File: src/rtl/rdcc_pkg.sv
// rdcc_pkg: widths, timing constants, state encodings and lookup tables
// for the refrigerator duty-cycle controller. No dependencies.

package rdcc_pkg;

   localparam int KNOB_W            = 12;
   localparam int WINDOW_LEN        = 16;   // power of two: average is a shift
   localparam int SUM_W             = KNOB_W + $clog2(WINDOW_LEN);
   localparam int TICKS_PER_SECOND  = 1000;
   localparam int PRESCALE_W        = 10;
   localparam int SAMPLE_EVERY_TICKS = 10;
   localparam int SAMPLE_CNT_W      = 4;
   localparam int SECOND_W          = 6;
   localparam int SECONDS_PER_MIN   = 60;
   localparam int MINUTE_W          = 12;
   localparam int DUTY_W            = 8;
   localparam int DECIDE_W          = 4;
   localparam int DECIDE_SECONDS    = 10;
   localparam int DOOR_W            = 8;
   localparam int BLINK_TIMER_W     = 11;
   localparam int BLINK_TICKS       = 200;
   localparam int PAUSE_TICKS       = 2000;
   localparam int RANGE_W           = 3;
   localparam int MODE_CODE_W       = 3;

   localparam int CSR_INDEX_W = 3;
   localparam int CSR_DATA_W  = 12;

   localparam logic [CSR_INDEX_W-1:0] CSR_ON_TIME_LIMIT = 3'd0;
   localparam logic [CSR_INDEX_W-1:0] CSR_STOP_TIME     = 3'd1;
   localparam logic [CSR_INDEX_W-1:0] CSR_DOOR_THRESH   = 3'd2;
   localparam logic [CSR_INDEX_W-1:0] CSR_DOOR_CEILING  = 3'd3;
   localparam logic [CSR_INDEX_W-1:0] CSR_DUTY_PERIOD   = 3'd4;

   localparam logic [RANGE_W-1:0] RANGE_NEVER  = 3'd0;
   localparam logic [RANGE_W-1:0] RANGE_ALWAYS = 3'd6;

   localparam logic [MODE_CODE_W-1:0] CODE_NORMAL    = 3'd0;
   localparam logic [MODE_CODE_W-1:0] CODE_GO_STOP   = 3'd1;
   localparam logic [MODE_CODE_W-1:0] CODE_STOPPED   = 3'd2;
   localparam logic [MODE_CODE_W-1:0] CODE_TO_NEVER  = 3'd3;
   localparam logic [MODE_CODE_W-1:0] CODE_NEVER     = 3'd4;
   localparam logic [MODE_CODE_W-1:0] CODE_TO_ALWAYS = 3'd5;
   localparam logic [MODE_CODE_W-1:0] CODE_ALWAYS    = 3'd6;

   typedef enum logic [6:0] {
      MODE_NORMAL    = 7'b0000001,
      MODE_GO_STOP   = 7'b0000010,
      MODE_STOPPED   = 7'b0000100,
      MODE_TO_NEVER  = 7'b0001000,
      MODE_NEVER     = 7'b0010000,
      MODE_TO_ALWAYS = 7'b0100000,
      MODE_ALWAYS    = 7'b1000000
   } mode_type;

   typedef enum logic [3:0] {
      BLINK_START    = 4'b0001,
      BLINK_WAIT_OFF = 4'b0010,
      BLINK_WAIT_ON  = 4'b0100,
      BLINK_PAUSE    = 4'b1000
   } blink_type;

   function automatic logic [MODE_CODE_W-1:0] mode_code(input mode_type m);
      logic [MODE_CODE_W-1:0] c;
      case (m)
         MODE_NORMAL:    c = CODE_NORMAL;
         MODE_GO_STOP:   c = CODE_GO_STOP;
         MODE_STOPPED:   c = CODE_STOPPED;
         MODE_TO_NEVER:  c = CODE_TO_NEVER;
         MODE_NEVER:     c = CODE_NEVER;
         MODE_TO_ALWAYS: c = CODE_TO_ALWAYS;
         MODE_ALWAYS:    c = CODE_ALWAYS;
         default:        c = CODE_NORMAL;
      endcase
      return c;
   endfunction

   // knob average to setting range
   function automatic logic [RANGE_W-1:0] range_of(input logic [KNOB_W-1:0] avg);
      logic [RANGE_W-1:0] r;
      if (avg > 12'd3510)      r = 3'd6;
      else if (avg > 12'd2925) r = 3'd5;
      else if (avg > 12'd2340) r = 3'd4;
      else if (avg > 12'd1755) r = 3'd3;
      else if (avg > 12'd1170) r = 3'd2;
      else if (avg > 12'd585)  r = 3'd1;
      else                     r = 3'd0;
      return r;
   endfunction

   // on-minutes per duty period for each range
   function automatic logic [DUTY_W-1:0] duty_limit(input logic [RANGE_W-1:0] r);
      logic [DUTY_W-1:0] d;
      case (r)
         3'd1:    d = 8'd71;
         3'd2:    d = 8'd77;
         3'd3:    d = 8'd88;
         3'd4:    d = 8'd93;
         3'd5:    d = 8'd104;
         3'd6:    d = 8'd110;
         default: d = 8'd0;
      endcase
      return d;
   endfunction

endpackage

File: src/rtl/refrigerator_duty_cycle_controller.sv
// refrigerator_duty_cycle_controller: top level, one millisecond tick per transfer.
// Knob window, timers, mode and LED machines, door debounce. Uses rdcc_pkg.
//
//   channel | ports                           | direction | transfer when
//   req     | req_valid/ready, knob, door pin | in        | req_valid & req_ready
//   rsp     | rsp_valid/ready, six fields     | out       | rsp_valid & rsp_ready
//   csr     | csr_write_en, index, wdata      | in        | csr_write_en
//
// One tick per clock while req_ready is high; the result is registered and appears in the cycle after its transfer.
// The whole tick update is one combinational pass between the state registers.
// A stalled result holds req_ready low; the result register frees in the same
// cycle it is taken. Reset is synchronous and restores the register defaults.

module refrigerator_duty_cycle_controller (
   input  logic                                 clock,
   input  logic                                 reset,
   input  logic                                 req_valid,
   output logic                                 req_ready,
   input  logic [rdcc_pkg::KNOB_W-1:0]          req_knob_sample,
   input  logic                                 req_door_pin,
   output logic                                 rsp_valid,
   input  logic                                 rsp_ready,
   output logic                                 rsp_relay_drive,
   output logic                                 rsp_lamp_drive,
   output logic                                 rsp_led_on,
   output logic [rdcc_pkg::RANGE_W-1:0]         rsp_setting_range,
   output logic [rdcc_pkg::MODE_CODE_W-1:0]     rsp_control_mode,
   output logic [rdcc_pkg::KNOB_W-1:0]          rsp_knob_average,
   input  logic                                 csr_write_en,
   input  logic [rdcc_pkg::CSR_INDEX_W-1:0]     csr_index,
   input  logic [rdcc_pkg::CSR_DATA_W-1:0]      csr_wdata
);
   import rdcc_pkg::*;

   localparam logic [PRESCALE_W-1:0]   PRESCALE_RELOAD = PRESCALE_W'(TICKS_PER_SECOND - 1);
   localparam logic [SAMPLE_CNT_W-1:0] SAMPLE_RELOAD   = SAMPLE_CNT_W'(SAMPLE_EVERY_TICKS);
   localparam logic [SECOND_W-1:0]     LAST_SECOND     = SECOND_W'(SECONDS_PER_MIN - 1);
   localparam logic [DECIDE_W-1:0]     DECIDE_RELOAD   = DECIDE_W'(DECIDE_SECONDS);
   localparam logic [BLINK_TIMER_W-1:0] BLINK_RELOAD   = BLINK_TIMER_W'(BLINK_TICKS);
   localparam logic [BLINK_TIMER_W-1:0] PAUSE_RELOAD   = BLINK_TIMER_W'(PAUSE_TICKS);

   // configuration
   logic [MINUTE_W-1:0] on_limit_ff;
   logic [MINUTE_W-1:0] stop_time_ff;
   logic [DOOR_W-1:0]   door_thresh_ff;
   logic [DOOR_W-1:0]   door_ceiling_ff;
   logic [DUTY_W-1:0]   duty_period_ff;

   // tick state
   logic [KNOB_W-1:0]        window_ff [WINDOW_LEN];
   logic [KNOB_W-1:0]        window_in [WINDOW_LEN];
   logic [SUM_W-1:0]         sum_ff, sum_in;
   logic [SAMPLE_CNT_W-1:0]  sample_cnt_ff, sample_cnt_in;
   logic [RANGE_W-1:0]       range_ff, range_in;
   logic [PRESCALE_W-1:0]    prescale_ff, prescale_in;
   logic [SECOND_W-1:0]      second_ff, second_in;
   logic [MINUTE_W-1:0]      minute_ff, minute_in;
   logic [DUTY_W-1:0]        duty_ff, duty_in;
   logic [DECIDE_W-1:0]      decide_ff, decide_in;
   mode_type                 mode_ff, mode_in;
   logic                     relay_ff, relay_in;
   logic [DOOR_W-1:0]        door_ff, door_in;
   blink_type                blink_ff, blink_in;
   logic [RANGE_W-1:0]       blinks_left_ff, blinks_left_in;
   logic [BLINK_TIMER_W-1:0] blink_timer_ff, blink_timer_in;
   logic                     led_ff, led_in;
   logic                     light_ff, light_in;
   logic                     rsp_valid_ff;

   logic second_tick;
   logic minute_tick;
   logic take_sample;
   logic req_fire;

   assign req_ready = !rsp_valid_ff || rsp_ready;
   assign req_fire  = req_valid && req_ready;

   always_comb begin
      // door debounce
      door_in = door_ff;
      if (req_door_pin) begin
         if (door_ff < door_ceiling_ff) door_in = door_ff + 8'd1;
      end else if (door_ff != '0) begin
         door_in = door_ff - 8'd1;
      end
      light_in = (door_in >= door_thresh_ff);

      // timebase
      second_tick = (prescale_ff == '0);
      prescale_in = second_tick ? PRESCALE_RELOAD : prescale_ff - 1'b1;
      minute_tick = second_tick && (second_ff >= LAST_SECOND);
      decide_in   = decide_ff;
      second_in   = second_ff;
      minute_in   = minute_ff;
      duty_in     = duty_ff;
      if (second_tick) begin
         if (decide_ff != '0) decide_in = decide_ff - 1'b1;
         second_in = minute_tick ? '0 : second_ff + 1'b1;
      end
      if (minute_tick) begin
         if (minute_ff != '1) minute_in = minute_ff + 1'b1;
         if (duty_ff != '1)   duty_in   = duty_ff + 1'b1;
      end

      // knob sampling
      sample_cnt_in = (sample_cnt_ff != '0) ? sample_cnt_ff - 1'b1 : sample_cnt_ff;
      take_sample   = (sample_cnt_in == '0);
      window_in     = window_ff;
      sum_in        = sum_ff;
      range_in      = range_ff;
      if (take_sample) begin
         sample_cnt_in = SAMPLE_RELOAD;
         for (int i = 0; i < WINDOW_LEN - 1; i++) window_in[i] = window_ff[i+1];
         window_in[WINDOW_LEN-1] = req_knob_sample;
         sum_in   = sum_ff - SUM_W'(window_ff[0]) + SUM_W'(req_knob_sample);
         range_in = range_of(KNOB_W'(sum_in / WINDOW_LEN));
      end

      // mode machine
      mode_in  = mode_ff;
      relay_in = relay_ff;
      case (mode_ff)
         MODE_NORMAL: begin
            if (decide_in == '0) begin
               decide_in = DECIDE_RELOAD;
               if (range_in != RANGE_NEVER && range_in != RANGE_ALWAYS) begin
                  relay_in = (duty_in < duty_limit(range_in));
                  if (duty_in >= duty_period_ff) duty_in = '0;
               end
            end
            if (minute_in >= on_limit_ff)   mode_in = MODE_GO_STOP;
            if (range_in == RANGE_NEVER)    mode_in = MODE_TO_NEVER;
            if (range_in == RANGE_ALWAYS)   mode_in = MODE_TO_ALWAYS;
         end
         MODE_GO_STOP: begin
            minute_in = '0;
            relay_in  = 1'b0;
            mode_in   = MODE_STOPPED;
         end
         MODE_STOPPED: begin
            if (minute_in >= stop_time_ff) begin
               mode_in   = MODE_NORMAL;
               minute_in = '0;
               duty_in   = '0;
            end
         end
         MODE_TO_NEVER: begin
            relay_in = 1'b0;
            mode_in  = MODE_NEVER;
         end
         MODE_NEVER: begin
            if (range_in != RANGE_NEVER) begin
               mode_in   = MODE_NORMAL;
               minute_in = '0;
               duty_in   = '0;
            end
         end
         MODE_TO_ALWAYS: begin
            relay_in = 1'b1;
            mode_in  = MODE_ALWAYS;
         end
         MODE_ALWAYS: begin
            if (range_in != RANGE_ALWAYS) mode_in = MODE_NORMAL;
            if (minute_in >= on_limit_ff) mode_in = MODE_GO_STOP;
         end
         default: mode_in = MODE_NORMAL;
      endcase

      // LED blinks the range number
      blink_timer_in = (blink_timer_ff != '0) ? blink_timer_ff - 1'b1 : blink_timer_ff;
      blink_in       = blink_ff;
      blinks_left_in = blinks_left_ff;
      led_in         = led_ff;
      case (blink_ff)
         BLINK_START: begin
            blinks_left_in = range_in;
            if (range_in != '0) begin
               led_in         = 1'b1;
               blink_timer_in = BLINK_RELOAD;
               blink_in       = BLINK_WAIT_OFF;
               blinks_left_in = range_in - 1'b1;
            end
         end
         BLINK_WAIT_OFF: begin
            if (blink_timer_in == '0) begin
               led_in         = 1'b0;
               blink_timer_in = BLINK_RELOAD;
               blink_in       = BLINK_WAIT_ON;
            end
         end
         BLINK_WAIT_ON: begin
            if (blink_timer_in == '0) begin
               if (blinks_left_ff != '0) begin
                  blinks_left_in = blinks_left_ff - 1'b1;
                  blink_timer_in = BLINK_RELOAD;
                  blink_in       = BLINK_WAIT_OFF;
                  led_in         = 1'b1;
               end else begin
                  blink_in       = BLINK_PAUSE;
                  blink_timer_in = PAUSE_RELOAD;
               end
            end
         end
         default: begin
            if (blink_timer_in == '0) blink_in = BLINK_START;
         end
      endcase
   end

   always_ff @(posedge clock) begin
      if (reset) begin
         on_limit_ff     <= 12'd360;
         stop_time_ff    <= 12'd25;
         door_thresh_ff  <= 8'd100;
         door_ceiling_ff <= 8'd200;
         duty_period_ff  <= 8'd110;
      end else if (csr_write_en) begin
         case (csr_index)
            CSR_ON_TIME_LIMIT: on_limit_ff     <= csr_wdata[MINUTE_W-1:0];
            CSR_STOP_TIME:     stop_time_ff    <= csr_wdata[MINUTE_W-1:0];
            CSR_DOOR_THRESH:   door_thresh_ff  <= csr_wdata[DOOR_W-1:0];
            CSR_DOOR_CEILING:  door_ceiling_ff <= csr_wdata[DOOR_W-1:0];
            CSR_DUTY_PERIOD:   duty_period_ff  <= csr_wdata[DUTY_W-1:0];
            default: ;
         endcase
      end
   end

   always_ff @(posedge clock) begin
      if (reset) begin
         for (int i = 0; i < WINDOW_LEN; i++) window_ff[i] <= '0;
         sum_ff         <= '0;
         sample_cnt_ff  <= '0;
         range_ff       <= '0;
         prescale_ff    <= '0;
         second_ff      <= '0;
         minute_ff      <= '0;
         duty_ff        <= '0;
         decide_ff      <= '0;
         mode_ff        <= MODE_NORMAL;
         relay_ff       <= 1'b0;
         door_ff        <= '0;
         blink_ff       <= BLINK_START;
         blinks_left_ff <= '0;
         blink_timer_ff <= '0;
         led_ff         <= 1'b0;
         light_ff       <= 1'b0;
      end else if (req_fire) begin
         window_ff      <= window_in;
         sum_ff         <= sum_in;
         sample_cnt_ff  <= sample_cnt_in;
         range_ff       <= range_in;
         prescale_ff    <= prescale_in;
         second_ff      <= second_in;
         minute_ff      <= minute_in;
         duty_ff        <= duty_in;
         decide_ff      <= decide_in;
         mode_ff        <= mode_in;
         relay_ff       <= relay_in;
         door_ff        <= door_in;
         blink_ff       <= blink_in;
         blinks_left_ff <= blinks_left_in;
         blink_timer_ff <= blink_timer_in;
         led_ff         <= led_in;
         light_ff       <= light_in;
      end
   end

   always_ff @(posedge clock) begin
      if (reset) begin
         rsp_valid_ff <= 1'b0;
      end else if (req_fire) begin
         rsp_valid_ff <= 1'b1;
      end else if (rsp_ready) begin
         rsp_valid_ff <= 1'b0;
      end
   end

   // state only moves on a transfer, so it still matches a held result
   assign rsp_valid         = rsp_valid_ff;
   assign rsp_relay_drive   = relay_ff;
   assign rsp_lamp_drive    = light_ff;
   assign rsp_led_on        = led_ff;
   assign rsp_setting_range = range_ff;
   assign rsp_control_mode  = mode_code(mode_ff);
   assign rsp_knob_average  = KNOB_W'(sum_ff / WINDOW_LEN);

endmodule
File: config.mk
export PLATFORM = sky130hd
export DESIGN_NAME = refrigerator_duty_cycle_controller
export DESIGN_NICKNAME = d
export VERILOG_FILES = /design/src/rtl/rdcc_pkg.sv /design/src/rtl/refrigerator_duty_cycle_controller.sv
export SDC_FILE = /design/constraint.sdc
export NUM_CORES = 1
export LEC_CHECK = 0
export ABC_AREA = 1
export BUFFER_PORTS_ARGS = -buffer_cell sky130_fd_sc_hd__buf_2
export CAP_MARGIN = 20
export CORE_MARGIN = 2
export CORE_UTILIZATION = 45
export CTS_BUF_LIST = sky130_fd_sc_hd__clkbuf_4
export DETAILED_ROUTE_END_ITERATION = 10
export SYNTH_ARGS = -nofsm -noshare
export SYNTH_HDL_FRONTEND = slang
export SYNTH_SLANG_ARGS = --single-unit
File: constraint.sdc
create_clock -name clock -period 3.95 [get_ports clock]
set_clock_uncertainty 0.2 [all_clocks]
set_input_delay 0 -clock clock [delete_from_list [all_inputs] [get_ports clock]]
set_output_delay 0 -clock clock [all_outputs]
set_load 0.005 [all_outputs]
After elaboration in Yosys (flattened, before gate mapping)
Index checks and enable logic that the tools add are counted.
{ "word_totals": {"regBits": 340, "latch_bits": 0, "mem_bits_rw": 0, "mem_bits_ro": 0, "in_bits": 33, "output_inout_bits": 23, "word_cells": 202, "memories": 0} }
{ "classes": {"add_sub_neg": 13, "multipliers": 0, "div": 0, "n_lt_le_gt_ge": 13, "eq_ne": 33, "shift": 0, "n_mux": 70, "n_bitwise": 0, "reduce_logical": 35} }
{ "ops": {"columns": ["op", "n"], "rows": [
  ["two-way mux 8 bit", 13],
  ["two-way mux 11 bit", 5],
  ["two-way mux 7 bit", 7],
  ["one-hot mux 7 bit (7 select lines)", 1],
  ["two-way mux 12 bit", 4],
  ["two-way mux 4 bit", 11],
  ["one-hot mux 7 bit (6 select lines)", 1],
  ["greater-than comparator 12 bit (second input constant)", 3],
  ["one-hot mux 12 bit (3 select lines)", 1],
  ["one-hot mux 11 bit (3 select lines)", 1],
  ["greater-or-equal comparator 12 bit", 2],
  ["greater-than comparator 12 x 11 -> 1 bit (second input constant)", 2],
  ["one-hot mux 8 bit (3 select lines)", 1],
  ["two-way mux 3 bit", 7],
  ["one-hot mux 3 bit (6 select lines)", 1],
  ["adder 16 x 12 -> 16 bit", 1],
  ["adder 8 x 1 -> 8 bit (second input constant)", 2],
  ["greater-or-equal comparator 8 bit", 2],
  ["less-than comparator 8 bit", 2],
  ["inequality test 2 bit (second input constant)", 8],
  ["subtractor 16 x 12 -> 16 bit", 1],
  ["AND reduction 2 bit", 7],
  ["adder 12 x 1 -> 12 bit (second input constant)", 1],
  ["equality test 3 x 2 -> 1 bit (second input constant)", 4],
  ["other kinds (47)", 76]
]} }

Depth between registers and ports, before layout
{ "logic_depth": {"word_depth": 19, "mapped_depth": 40} }

Worst setup path before layout
No wires, ideal clock.
{ "synth_timing": {"kind": "register to register", "startpoint": "register sum_ff[5]", "endpoint": "register blink_timer_ff[1]", "setup_time_ns": 0.132, "t_arrival_ns": 3.946, "setup_slack_ns": -0.329, "stages_incl_launch_ff": 35, "n_path_buf": 0, "cell_sequence": "dfxtp_1 -> inv_1 -> fa_1 -> inv_1 -> ha_1 -> nand2_2 -> inv_2 -> a21oi_1 -> nand2_2 -> nand2_2 -> nand2_1 -> nand2_2 -> nand2_4 -> nor2_4 -> nand3_1 -> nor2_1 -> nand2_1 -> o221ai_1 -> o21ai_0 -> nand2_1 -> nand2_1 -> nand2_1 -> inv_1 -> ha_1 -> ha_1 -> inv_1 -> nand2_1 -> nand2_1 -> inv_1 -> a21oi_2 -> nand2_1 -> nand2_1 -> inv_2 -> nand2_1 -> a21oi_1"} }
{ "synth_between": {"elab_chain_cells": 13, "word_cells_on_any_way": 18, "cone_classes": "add/sub: 2; order compare: 6; mux: 9; reduce/logical: 1"} }
{ "synth_rtl": {"columns": ["item", "line_no", "rtl"], "rows": [
  ["start, declared", "refrigerator_duty_cycle_controller.sv:52", "logic [SUM_W-1:0] sum_ff, sum_in;"],
  ["start signal, assigned", "refrigerator_duty_cycle_controller.sv:250", "sum_ff <= sum_in;"],
  ["subtractor 16 x 12 -> 16 bit (*)", "refrigerator_duty_cycle_controller.sv:115", "sum_in = sum_ff - SUM_W'(window_ff[0]) + SUM_W'(req_knob_sample);"],
  ["adder 16 x 12 -> 16 bit (*)", "refrigerator_duty_cycle_controller.sv:115", null],
  ["greater-than comparator 12 x 10 -> 1 bit", "rdcc_pkg.sv:86", "else if (avg > 12'd585) r = 3'd1;"],
  ["two-way mux 1 bit", "rdcc_pkg.sv:86", null],
  ["two-way mux 2 bit", "rdcc_pkg.sv:85", "else if (avg > 12'd1170) r = 3'd2;"],
  ["two-way mux 2 bit", "rdcc_pkg.sv:84", "else if (avg > 12'd1755) r = 3'd3;"],
  ["two-way mux 3 bit", "rdcc_pkg.sv:83", "else if (avg > 12'd2340) r = 3'd4;"],
  ["two-way mux 3 bit", "rdcc_pkg.sv:82", "else if (avg > 12'd2925) r = 3'd5;"],
  ["two-way mux 3 bit (*)", "rdcc_pkg.sv:81", "if (avg > 12'd3510) r = 3'd6;"],
  ["two-way mux 3 bit (*)", "refrigerator_duty_cycle_controller.sv:111", "if (take_sample) begin"],
  ["via range_in[0]", "refrigerator_duty_cycle_controller.sv:54", "logic [RANGE_W-1:0] range_ff, range_in;"],
  ["nonzero test 3 bit (*)", "refrigerator_duty_cycle_controller.sv:177", "if (range_in != '0) begin"],
  ["two-way mux 11 bit (*)", "refrigerator_duty_cycle_controller.sv:177", null],
  ["one-hot mux 11 bit (3 select lines) (*)", "refrigerator_duty_cycle_controller.sv:174", "case (blink_ff)"],
  ["end signal, assigned", "refrigerator_duty_cycle_controller.sv:263", "blink_timer_ff <= blink_timer_in;"],
  ["end, declared", "refrigerator_duty_cycle_controller.sv:65", "logic [BLINK_TIMER_W-1:0] blink_timer_ff, blink_timer_in;"]
]} }
Mark *: on every way through the listed nets, which the timed path passes. The rest lies on a longest branch.
A chain may end at the register's enable or synchronous reset.

Worst setup path after layout
{ "layout_timing": {"startpoint": "register sum_ff[9]", "endpoint": "register relay_ff (netlist: rsp_relay_drive)"} }
{ "layout_between": {"elab_chain_cells": 19, "word_cells_on_any_way": 34, "cone_classes": "add/sub: 2; order compare: 7; eq/ne: 8; mux: 14; reduce/logical: 3"} }
{ "layout_rtl": {"columns": ["item", "line_no", "rtl"], "rows": [
  ["subtractor 16 x 12 -> 16 bit (*)", "refrigerator_duty_cycle_controller.sv:115", null],
  ["adder 16 x 12 -> 16 bit (*)", "refrigerator_duty_cycle_controller.sv:115", null],
  ["greater-than comparator 12 x 10 -> 1 bit", "rdcc_pkg.sv:86", null],
  ["two-way mux 1 bit", "rdcc_pkg.sv:86", null],
  ["two-way mux 2 bit", "rdcc_pkg.sv:85", null],
  ["two-way mux 2 bit", "rdcc_pkg.sv:84", null],
  ["two-way mux 3 bit", "rdcc_pkg.sv:83", null],
  ["two-way mux 3 bit", "rdcc_pkg.sv:82", null],
  ["(+3 left out)", null, null],
  ["one-hot mux 7 bit (6 select lines)", "rdcc_pkg.sv:94", "case (r)"],
  ["two-way mux 8 bit", "refrigerator_duty_cycle_controller.sv:126", "if (range_in != RANGE_NEVER && range_in != RANGE_ALWAYS) begin"],
  ["two-way mux 8 bit", "refrigerator_duty_cycle_controller.sv:124", "if (decide_in == '0) begin"],
  ["two-way mux 8 bit", "refrigerator_duty_cycle_controller.sv:122", "case (mode_ff)"],
  ["less-than comparator 8 bit", "refrigerator_duty_cycle_controller.sv:127", "relay_in = (duty_in < duty_limit(range_in));"],
  ["two-way mux 1 bit", "refrigerator_duty_cycle_controller.sv:126", null],
  ["two-way mux 1 bit", "refrigerator_duty_cycle_controller.sv:124", null],
  ["one-hot mux 1 bit (3 select lines)", "refrigerator_duty_cycle_controller.sv:122", null],
  ["end signal, assigned", "refrigerator_duty_cycle_controller.sv:259", "relay_ff <= relay_in;"],
  ["end, declared", "refrigerator_duty_cycle_controller.sv:61", "logic relay_ff, relay_in;"]
]} }
Mark *: on every way between the ends. The rest lies on a longest branch, timed or not. The select of a mux whose other input is x is not followed.

==> results by group <==
Run status
  • Status: finished, violations left
  • Failing checks: setup timing

Clocking
  • H-tree depth: 3
  • TritonCTS Sinks: 340
  • Max clock buf depth: 3
  • CTS tree: yes
  • Num CTS Buffers: 91
  • Root buf cell: clkbuf_4
  • Later-pin clock latency in the skew report: 0.80 ns
  • Clock slew at reported path FFs: 0.07 ns

Worst setup path
  • CP Class: reg -> reg
  • Crit end category: flip-flop
  • Worst Path Required: 4.46 ns
  • Crit path max fanout: 4
  • Crit path largest cell delay: 0.54 ns
  • Slowest-stage cell, CP: fa_1
  • CP Launch Type: flip-flop
  • Critical Path AT: 4.86 ns
  • Worst reg2reg setup slack: -0.40 ns
  • Crit-path most repeated cell: nand2_1

Die
  • Die H: 199 um
  • Die area: 39,500 um2
  • Row count: 71
  • Die Span X: 199 um
  • Core ar.: 37,500 um2
  • Initial Util: 0.456
  • IO Pins: 56

Synthesis
  • Post-synth top area share: 0.399
  • Number of synthesized register bits: 340
  • Synth warnings: 0
  • Synth Cell Area: 17,100 um2
  • Top area cells in the synthesized netlist: dfxtp_1 40%, nor2_1 11%, o21ai_0 8.9%
  • Post-Syn Instances: 2,392
  • Count leader, synth: nor2_1
  • Commonest cells post-synth: 480 x nor2_1, 340 x dfxtp_1, 305 x o21ai_0
  • Synth Flop Type: dfxtp_1
  • Post-Syn Area per Cell: 7.14 um2
  • Synth Net Count: 2,525
  • Netlist cell types: 60
  • Post-synth EDFFs: 0
  • Cell accounting for the most synthesized area: dfxtp_1
  • Synth async-reset ratio: 0
  • Sequential share of the synthesized area: 0.399

Timing
  • Unrepaired setup endpoints after global routing: true
  • Final period utilization: 1.10
  • Setup tns final: -11.35 ns
  • Pins Over Slew Limit: 0
  • Worst Max-Slew Pin Slew: 1.07 ns
  • Period minus WS final: 4.35 ns
  • Slew headroom: 0.281
  • Final setup vio count: 45
  • Hold Vio Cnt, Final: 0
  • Fmax: 0.230 GHz
  • Final setup margin: -0.396 ns
  • Final hold slack: 0.0681 ns

Place
  • Worst slack, placed: -0.489 ns
  • Placed cells: 2,987
  • # port buffers: 55
  • Placer congestion estimate: 0.903
  • HPWL after DPL: 27,600 um
  • DP Area: 18,800 um2

Cells and area
  • Layout Nets: 2,820
  • Final cell count without fillers: 3,259
  • Final Cell Area: 21,700 um2
  • Final core occ: 0.578
  • Area grow syn2layout: 26.9%
  • Filler instances: 3,592
  • Share of cells above drive strength 1: 0.213

Detailed routing
  • Wirelength, routed: 42,800 um
  • Post-DRT Antenna Nets: 0
  • DR pass1 iterations: 5
  • Routed length per instance: 13.1 um
  • Vias: 16,200
  • Initial drt markers: 812
  • DRC Markers: 0
  • Via/cell ratio: 4.98

Power and ir drop
  • Power, Total: 12.5 mW
  • VDD IR max: 0.000406 V
  • P_leak: 10.5 nW
  • P per Cell Area: 577 nW/um2

Global routing
  • Initial antenna violation count: 2
  • First-pass GRT wire length: 72,200 um
  • GR Overflow Total: 0
  • Vias in the first global route: 16,000
  • Largest net degree at the start of global routing: 233
  • Gr usage total: 0.220

Hold path
  • HP Class: in -> reg

Flow run
  • Max Cap Violations: 0
power by group:
part | internal, mW | switching, mW
logic | 2.29 | 3.07
clock network | 1.57 | 1.47
registers | 3.86 | 0.253
total | 7.72 | 4.79
logic make-up (layout without fill, tap and decap cells):
| group | Yosys count | after routing | share of synthesized area |
|---|---|---|---|
| other | 0 | 3 | 0 |
| XOR/XNOR | 40 | 40 | 0.0205 |
| AO/OA/AOI/OAI | 540 | 540 | 0.170 |
| buffers and inverters | 413 | 766 | 0.0939 |
| AND/OR/NAND/NOR | 957 | 957 | 0.237 |
| adder cells (fa/ha/maj) | 100 | 100 | 0.0785 |
| multiplexers | 2 | 2 | 0.00117 |
| flip-flops | 340 | 340 | 0.399 |
layout make-up:
class	count	area [um2]	area share
Antenna cell	3	7.51	0.000346
Sequential cell	340	6820	0.315
Inverter	303	1160	0.0535
Timing Repair Buffer	312	2500	0.115
Multi-Input combinational cell	1639	9440	0.436
Tap cell	511	639	0.0295
Clock inverter	22	139	0.00641
Clock buffer	129	968	0.0447
final timing paths:
check / startpoint / to / cells past startpoint
setup / recovery: sum_ff[9] / rsp_relay_drive / 28
hold reg to reg: door_ceiling_ff[2] / door_ceiling_ff[2] / 2
setup reg to reg: sum_ff[9] / rsp_relay_drive / 28
hold / removal: req_door_pin / door_ff[2] / 5
timing repair:
action,in CTS,in global routing
buffers inserted,19,6
setup endpoints to repair,46,49
hold endpoints to repair,340,0
pin swaps,59,29
resized for setup,135,35
hold buffers,93,0
layer usage:
metal / share of wire / GRT usage
met4: 0.025 / 0.0879
met3: 0.035 / 0.0443
met1: 0.44 / 0.256
met5: 0 / 0
met2: 0.50 / 0.395
worst max-delay path, delay by kind of cell (launching register included):
| kind | cells | cell delay [ns] |
|---|---|---|
| and+or+nand+nor | 16 | 1.53 |
| DFF | 1 | 0.35 |
| AOI/OAI and AO/OA | 4 | 0.49 |
| adders and majority gates | 4 | 1.39 |
| buffers and inverters | 4 | 0.29 |
placed cells by master, fill, tap and decap left out, drive strengths merged, types with 2 or more instances in the layout:
cell         count
nor2           487
dfxtp          340
nand2          322
o21ai          314
inv            305
buf            219
a21oi          162
clkbuf         129
dlygate4sd3     93
ha              88
nand3           78
xor2            30
nor3            22
nand4           21
clkinv          19
o211ai          18
o21a            14
fa              12
xnor2           10
nor4            10
or2              6
a21boi           5
a211oi           5
a31oi            4
diode            3
nand3b           3
a22oi            3
o31ai            3
and2             3
o221ai           2
mux2i            2
nor3b            2
o311ai           2
a221oi           2
and3             2
sequential cells by signal (all words and copies together), names as in the netlist:
signal	count
blink_ff	4
blink_timer_ff	11
blinks_left_ff	3
decide_ff	4
door_ceiling_ff	8
door_ff	8
door_thresh_ff	8
duty_ff	8
duty_period_ff	8
minute_ff	12
mode_ff	7
on_limit_ff	12
prescale_ff	10
rsp_lamp_drive	1
rsp_led_on	1
rsp_relay_drive	1
rsp_setting_range	3
rsp_valid	1
sample_cnt_ff	4
second_ff	6
stop_time_ff	12
sum_ff	16
window_ff	192
Power figures use the tool's default switching activity.
